**config.mk**
```make
export PLATFORM = sky130hd
export DESIGN_NAME = hid_keyboard_report_builder_top
export DESIGN_NICKNAME = d
export VERILOG_FILES = /design/src/rtl/hkrb_pkg.sv /design/src/rtl/hid_keyboard_report_builder_top.sv
export SDC_FILE = /design/constraint.sdc
export NUM_CORES = 1
export LEC_CHECK = 0
export BUFFER_PORTS_ARGS = -buffer_cell sky130_fd_sc_hd__buf_2
export CORE_MARGIN = 2
export CORE_UTILIZATION = 60
export DETAILED_ROUTE_END_ITERATION = 10
export GPL_ROUTABILITY_DRIVEN = 0
export PLACE_DENSITY_LB_ADDON = 0.3
export SLEW_MARGIN = 20
export SYNTH_ARGS = -nofsm -noshare
export SYNTH_HDL_FRONTEND = slang
export SYNTH_SLANG_ARGS = --single-unit
```
**constraint.sdc**
```tcl
create_clock -name clk -period 5.3 [get_ports clk]
set_input_delay 1.06 -clock clk [delete_from_list [all_inputs] [get_ports clk]]
set_output_delay 1.06 -clock clk [all_outputs]
set_load 0.1 [all_outputs]
```
**src/rtl/hkrb_pkg.sv**
```systemverilog
// Shared types and constants for the boot keyboard report builder.
`timescale 1ns / 1ps

package hkrb_pkg;

	// Number of key slots held, and number of slots shown in the report.
	localparam int KEY_SLOTS    = 6;
	localparam int REPORT_SLOTS = 6;

	typedef logic [1:0] op_t;
	typedef logic [7:0] key_t;

	// Operation codes.
	localparam op_t OP_RELEASE     = 2'd0;
	localparam op_t OP_PRESS       = 2'd1;
	localparam op_t OP_RELEASE_ALL = 2'd2;

	// Modifier usages 0xE0..0xE7 share these upper five bits.
	localparam logic [4:0] MOD_PREFIX = 5'b11100;

endpackage

```
**src/rtl/hid_keyboard_report_builder_top.sv**
```systemverilog
// Top level of the boot keyboard report builder: input register, report update, result register.
//
//   channel | handshake              | payload
//   --------+------------------------+---------------------------------------------
//   input   | in_valid / in_stall    | op, key_code
//   output  | out_valid / out_stall  | accepted, modifier_byte, slot_zero..slot_five
//
// One item per cycle unless out_stall holds; each result passes the input and result registers.
// The input register feeds the slot compare and shift logic, which writes the report
// registers and the result flag together, so consecutive items chain without a gap.
// When both registers are full, in_stall follows out_stall in the same cycle.
// Reset clears the modifiers, all slots and both valid flags.
`timescale 1ns / 1ps

module hid_keyboard_report_builder_top (
	input  logic              clk,
	input  logic              arst_n,
	input  logic              in_valid,
	output logic              in_stall,
	input  hkrb_pkg::op_t     op,
	input  hkrb_pkg::key_t    key_code,
	output logic              out_valid,
	input  logic              out_stall,
	output logic              accepted,
	output hkrb_pkg::key_t    modifier_byte,
	output hkrb_pkg::key_t    slot_zero,
	output hkrb_pkg::key_t    slot_one,
	output hkrb_pkg::key_t    slot_two,
	output hkrb_pkg::key_t    slot_three,
	output hkrb_pkg::key_t    slot_four,
	output hkrb_pkg::key_t    slot_five
);
	import hkrb_pkg::*;

	// Input register.
	logic valid_s1;
	op_t  op_s1;
	key_t code_s1;

	// Report state; it also serves as the result payload.
	key_t mod_q;
	key_t slots_q [KEY_SLOTS];
	logic accepted_q;
	logic out_valid_q;

	// Update logic.
	logic                 advance;
	logic                 fire;
	logic [KEY_SLOTS-1:0] match;
	logic [KEY_SLOTS-1:0] empty;
	logic [KEY_SLOTS-1:0] keep;
	logic [KEY_SLOTS-1:0] first_empty;
	logic                 seen_match;
	logic                 seen_empty;
	logic                 is_mod;
	key_t                 mod_bit;
	key_t                 slots_up [KEY_SLOTS];
	key_t                 slots_nxt [KEY_SLOTS];
	key_t                 mod_nxt;
	logic                 ok;
	key_t                 rep [REPORT_SLOTS];

	// The result register moves when it is empty or its transfer completes.
	assign advance  = !out_valid_q || !out_stall;
	assign fire     = valid_s1 && advance;
	assign in_stall = valid_s1 && !advance;

	// Input register.
	always_ff @(posedge clk or negedge arst_n) begin
		if (!arst_n) begin
			valid_s1 <= 1'b0;
		end else if (!in_stall) begin
			valid_s1 <= in_valid;
		end
	end

	always_ff @(posedge clk) begin
		if (in_valid && !in_stall) begin
			op_s1   <= op;
			code_s1 <= key_code;
		end
	end

	// Each slot as it would read after a shift down by one place.
	for (genvar g = 0; g < KEY_SLOTS; g++) begin : g_up
		if (g == KEY_SLOTS - 1) begin : g_last
			assign slots_up[g] = '0;
		end else begin : g_mid
			assign slots_up[g] = slots_q[g + 1];
		end
	end

	// Slot compares with prefix flags for the lowest match and lowest empty slot.
	always_comb begin
		seen_match = 1'b0;
		seen_empty = 1'b0;
		for (int j = 0; j < KEY_SLOTS; j++) begin
			match[j]       = (slots_q[j] == code_s1);
			empty[j]       = (slots_q[j] == '0);
			first_empty[j] = empty[j] && !seen_empty;
			seen_match     = seen_match || match[j];
			seen_empty     = seen_empty || empty[j];
			keep[j]        = !seen_match;
		end
	end

	assign is_mod  = (code_s1[7:3] == MOD_PREFIX);
	assign mod_bit = key_t'(1) << code_s1[2:0];

	// Next report and result flag.
	always_comb begin
		mod_nxt = mod_q;
		ok      = 1'b0;
		for (int j = 0; j < KEY_SLOTS; j++) begin
			slots_nxt[j] = slots_q[j];
		end
		case (op_s1)
			OP_RELEASE_ALL: begin
				mod_nxt = '0;
				ok      = 1'b1;
				for (int j = 0; j < KEY_SLOTS; j++) begin
					slots_nxt[j] = '0;
				end
			end
			OP_PRESS: begin
				if (is_mod) begin
					mod_nxt = mod_q | mod_bit;
					ok      = 1'b1;
				end else if (|match) begin
					ok = 1'b1;
				end else if (|empty) begin
					ok = 1'b1;
					for (int j = 0; j < KEY_SLOTS; j++) begin
						if (first_empty[j]) begin
							slots_nxt[j] = code_s1;
						end
					end
				end
			end
			OP_RELEASE: begin
				if (is_mod) begin
					mod_nxt = mod_q & ~mod_bit;
					ok      = 1'b1;
				end else if (|match) begin
					ok = 1'b1;
					for (int j = 0; j < KEY_SLOTS; j++) begin
						slots_nxt[j] = keep[j] ? slots_q[j] : slots_up[j];
					end
				end
			end
			default: begin
				ok = 1'b0;
			end
		endcase
	end

	// Report state and result register.
	always_ff @(posedge clk or negedge arst_n) begin
		if (!arst_n) begin
			out_valid_q <= 1'b0;
			accepted_q  <= 1'b0;
			mod_q       <= '0;
			for (int j = 0; j < KEY_SLOTS; j++) begin
				slots_q[j] <= '0;
			end
		end else begin
			if (advance) begin
				out_valid_q <= valid_s1;
			end
			if (fire) begin
				accepted_q <= ok;
				mod_q      <= mod_nxt;
				for (int j = 0; j < KEY_SLOTS; j++) begin
					slots_q[j] <= slots_nxt[j];
				end
			end
		end
	end

	// Report view: slots beyond the held count read as empty.
	for (genvar g = 0; g < REPORT_SLOTS; g++) begin : g_rep
		if (g < KEY_SLOTS) begin : g_held
			assign rep[g] = slots_q[g];
		end else begin : g_none
			assign rep[g] = '0;
		end
	end

	assign out_valid     = out_valid_q;
	assign accepted      = accepted_q;
	assign modifier_byte = mod_q;
	assign slot_zero     = rep[0];
	assign slot_one      = rep[1];
	assign slot_two      = rep[2];
	assign slot_three    = rep[3];
	assign slot_four     = rep[4];
	assign slot_five     = rep[5];

endmodule

```
==> metrics.txt <==
# TYPE chip_impl_metric gauge
chip_impl_info{name="result_of_the_run",value="finished clean"} 1
chip_impl_metric{name="n_fill_cell",unit=""} 486
chip_impl_metric{name="post_route_cells_drive_above_1_share",unit="%"} 28.39
chip_impl_metric{name="cts.reportedPaths.clkPinSlew",unit="ns"} 0.07
chip_impl_metric{name="die-width",unit="µm"} 85.91
chip_impl_metric{name="clock_sinks",unit=""} 69
chip_impl_info{name="worstReg2RegEnd",value="slot_four[1]"} 1
chip_impl_metric{name="dr.first_iter.drc_count",unit=""} 268
chip_impl_metric{name="timing.reg2reg.worst_path_depth",unit=""} 8
chip_impl_metric{name="post_synth_inst_count",unit=""} 409
chip_impl_metric{name="routed-via-count",unit=""} 3304
chip_impl_metric{name="layout_worst_path_cycle_share",unit="%"} 59.07
chip_impl_metric{name="synthesis.nets",unit=""} 426
chip_impl_metric{name="grt_start_max_net_pins",unit=""} 60
chip_impl_metric{name="finalHoldWorstSlack",unit="ns"} 0.5148
chip_impl_metric{name="max_freq",unit="GHz"} 0.3194
chip_impl_metric{name="wl",unit="µm"} 10370
chip_impl_metric{name="track_usage",unit="%"} 29.04
chip_impl_metric{name="place.detailed.hpwl",unit="µm"} 6975
chip_impl_metric{name="cts.repair.resized",unit=""} 0
chip_impl_metric{name="required",unit="ns"} 5.53
chip_impl_metric{name="worst-path-max-fanout",unit=""} 17
chip_impl_metric{name="placeableCoreArea",unit="mm²"} 0.006422
chip_impl_metric{name="antenna-diode-count",unit=""} 0
chip_impl_metric{name="count_of_unresolved_drc_violations_after_routing",unit=""} 0
chip_impl_metric{name="worstMarginPinSlew",unit="ns"} 0.8990
chip_impl_info{name="top_library_cells_by_usage_in_the_layout_fill_and_taps_aside",value="97 x nand2_1, 72 x buf_2, 59 x dfrtp_1, 40 x xor2_1, 30 x mux2_2"} 1
chip_impl_metric{name="grt_antenna_before_repair",unit=""} 0
chip_impl_info{name="critPathKind",value="reg2reg"} 1
chip_impl_info{name="layout_commonest_cell",value="nand2_1"} 1
chip_impl_metric{name="netlist-cell-type-count",unit=""} 39
chip_impl_metric{name="final_period_minus_worst_setup_slack",unit="ns"} 3.131
chip_impl_metric{name="worst_setup_slack_post_dpl",unit="ns"} 2.209
chip_impl_metric{name="postSynthRegisterBits",unit=""} 69
chip_impl_metric{name="cts_max_path_buffers",unit=""} 2
chip_impl_metric{name="synth_top_area_share",unit="%"} 36.68
chip_impl_info{name="rsz0062_at_grt",value="no"} 1
chip_impl_metric{name="cts_hold_repair.buffers",unit=""} 0
chip_impl_info{name="r2r_startpoint",value="code_s1[2]"} 1
chip_impl_metric{name="routedWlPerCell",unit="µm"} 18.65
chip_impl_metric{name="area_delta_synth_final",unit="%"} 13.09
chip_impl_metric{name="ys.warnings.count",unit=""} 0
chip_impl_info{name="hold_path.class",value="reg2reg"} 1
chip_impl_metric{name="reg2reg_slack",unit="ns"} 2.17
chip_impl_metric{name="syn_area",unit="mm²"} 0.004025
chip_impl_metric{name="maxCapViolCount",unit=""} 0
chip_impl_metric{name="grtUsageMet3",unit="%"} 4.427
chip_impl_metric{name="number_of_detailed_route_iterations_in_the_first_pass",unit=""} 5
chip_impl_info{name="setup.worst_path.start_class",value="flip-flop"} 1
chip_impl_metric{name="worst_setup_slack_final",unit="ns"} 2.169
chip_impl_metric{name="hold_depth",unit=""} 2
chip_impl_metric{name="design.die.area",unit="mm²"} 0.007380
chip_impl_metric{name="htreeDepth",unit=""} 3
chip_impl_metric{name="max_slew_margin",unit="%"} 39.60
chip_impl_metric{name="layout.core_utilization",unit="%"} 70.87
chip_impl_metric{name="cts_setup_buffers",unit=""} 0
chip_impl_metric{name="final_nets",unit=""} 491
chip_impl_metric{name="synth_sequential_area_ratio",unit="%"} 44.14
chip_impl_metric{name="start_util",unit="%"} 62.67
chip_impl_info{name="timing.hold.worst_endpoint",value="modifier_byte[5]"} 1
chip_impl_metric{name="totalNegativeSetupSlack",unit="ns"} 0
chip_impl_metric{name="finalHoldViolCount",unit=""} 0
chip_impl_metric{name="die_y",unit="µm"} 85.91
chip_impl_info{name="grt.busiest_layer",value="met2"} 1
chip_impl_metric{name="fp-row-count",unit=""} 29
chip_impl_metric{name="use_met1",unit="%"} 41.35
chip_impl_metric{name="crit_arrival",unit="ns"} 3.36
chip_impl_info{name="worstSetupEndpointType",value="flip-flop"} 1
chip_impl_metric{name="first_global_vias",unit=""} 3165
chip_impl_metric{name="grt_pass1_wl",unit="µm"} 16300
chip_impl_metric{name="final-max-slew-violation-count",unit=""} 0
chip_impl_info{name="clockRootBuffer",value="clkbuf_8"} 1
chip_impl_metric{name="report.final.setup_viol",unit=""} 0
chip_impl_info{name="worst_hold_startpoint",value="modifier_byte[5]"} 1
chip_impl_info{name="post_synth_main_area_contributors",value="dfrtp_1 37%, nand2_1 9.0%, xor2_1 8.7%"} 1
chip_impl_metric{name="clkLatencyLatePin",unit="ns"} 0.35
chip_impl_info{name="tritoncts",value="yes"} 1
chip_impl_metric{name="met2_usage",unit="%"} 44.47
chip_impl_metric{name="gr-total-overflow",unit=""} 0
chip_impl_metric{name="tritoncts.num_buffers",unit=""} 9
chip_impl_info{name="netlist.top_cell.by_area",value="dfrtp_1"} 1
chip_impl_metric{name="avg_synthesized_cell_area",unit="µm²"} 9.841
chip_impl_metric{name="num_io_pins",unit=""} 73
chip_impl_metric{name="detail_route.vias_per_cell",unit=""} 5.942
chip_impl_metric{name="residual_antenna_violating_net_count_after_detailed_routing",unit=""} 0
chip_impl_metric{name="finClkSkew",unit="ns"} 0.009684
chip_impl_metric{name="port_buffers",unit=""} 72
[critical path, cell delays in order (launching register included)]
cell	delay [ns]
edfxtp_1	0.84
xor2_1	0.17
nor4_1	0.37
nand2_1	0.16
and4_4	0.24
a211oi_4	0.27
a211oi_4	0.12
a211oi_4	0.43
mux2_2	0.40
[registers in the layout, indices dropped and copies added (netlist names)]
name           count
accepted           1
modifier_byte      8
out_valid          1
op_s1              2
slot_two           8
slot_one           8
slot_four          8
slot_five          8
slot_three         8
valid_s1           1
code_s1            8
slot_zero          8
[metal layers]
layer | vias to the layer above | part of all wire [%] | wire, µm
met1 | 1607 | 44 | 4549
met4 | 0 | 2.5 | 260
met5 | - | 0 | 0
li1 | 1521 | - | -
met3 | 25 | 7.0 | 726
met2 | 151 | 47 | 4832
[Yosys cell counts]
| cell | instances |
|---|---|
| nand2_1 | 97 |
| dfrtp_1 | 59 |
| xor2_1 | 40 |
| mux2_2 | 30 |
| o21ai_0 | 28 |
| nor4_1 | 22 |
| inv_1 | 14 |
| nor2_1 | 13 |
| clkbuf_1 | 11 |
| edfxtp_1 | 10 |
| mux2_4 | 8 |
| mux2i_1 | 8 |
| xnor2_1 | 8 |
| a21oi_1 | 7 |
| nand3_1 | 6 |
| buf_2 | 5 |
| nand2b_1 | 5 |
| nand4_1 | 4 |
| a211oi_4 | 3 |
| ha_1 | 3 |
| nor3_1 | 3 |
| a31oi_1 | 2 |
| and2_1 | 2 |
| buf_4 | 2 |
| buf_6 | 2 |
| mux2_1 | 2 |
| nor2_4 | 2 |
| o31ai_1 | 2 |
| a211oi_1 | 1 |
| a2bb2oi_2 | 1 |
| and4_4 | 1 |
| and4b_1 | 1 |
| nand3b_1 | 1 |
| nor2b_1 | 1 |
| nor2b_4 | 1 |
| nor3_4 | 1 |
| nor4b_4 | 1 |
| o22ai_1 | 1 |
| or3_1 | 1 |
[through the flow]
stage	instances	cell area, µm²
after global routing	556	4552
after global placement	540	4393
after detailed placement	540	4393
after CTS	556	4552
final	556	4552
after floorplan	409	4025
[area by class of cell]
type	count	area, µm²	area share (%)
Multi-Input combinational cell	306	2092	45.96
Timing Repair Buffer	74	375.4	8.246
Tap cell	77	96.34	2.117
Inverter	14	52.55	1.154
Sequential cell	69	1777	39.03
Clock inverter	5	27.53	0.6047
Clock buffer	11	131.4	2.886
[logic make-up after synthesis]
logic type               synth area share (%)
AO/OA/AOI/OAI                           7.243
XOR/XNOR                                10.44
adder cells (fa/ha/maj)                0.9326
buffers and inverters                   3.885
flip-flops                              44.14
multiplexers                            13.93
AND/OR/NAND/NOR                         19.43
[worst max path at each step]
stage / slack [ns] / start / endpoint
after detailed placement: 2.21 / out_stall / slot_four[3]
final: 2.17 / code_s1[2] / slot_four[1]
after floorplan: 2.34 / slot_four[6] / slot_three[0]
after global placement: 2.28 / out_stall / slot_four[4]
after global routing: 2.02 / code_s1[2] / slot_zero[7]
after CTS: 2.21 / code_s1[1] / slot_four[0]
Power is left out: the tool's default activity adds up to more than one toggle a clock period on the data nets, which glitch-free logic cannot reach.
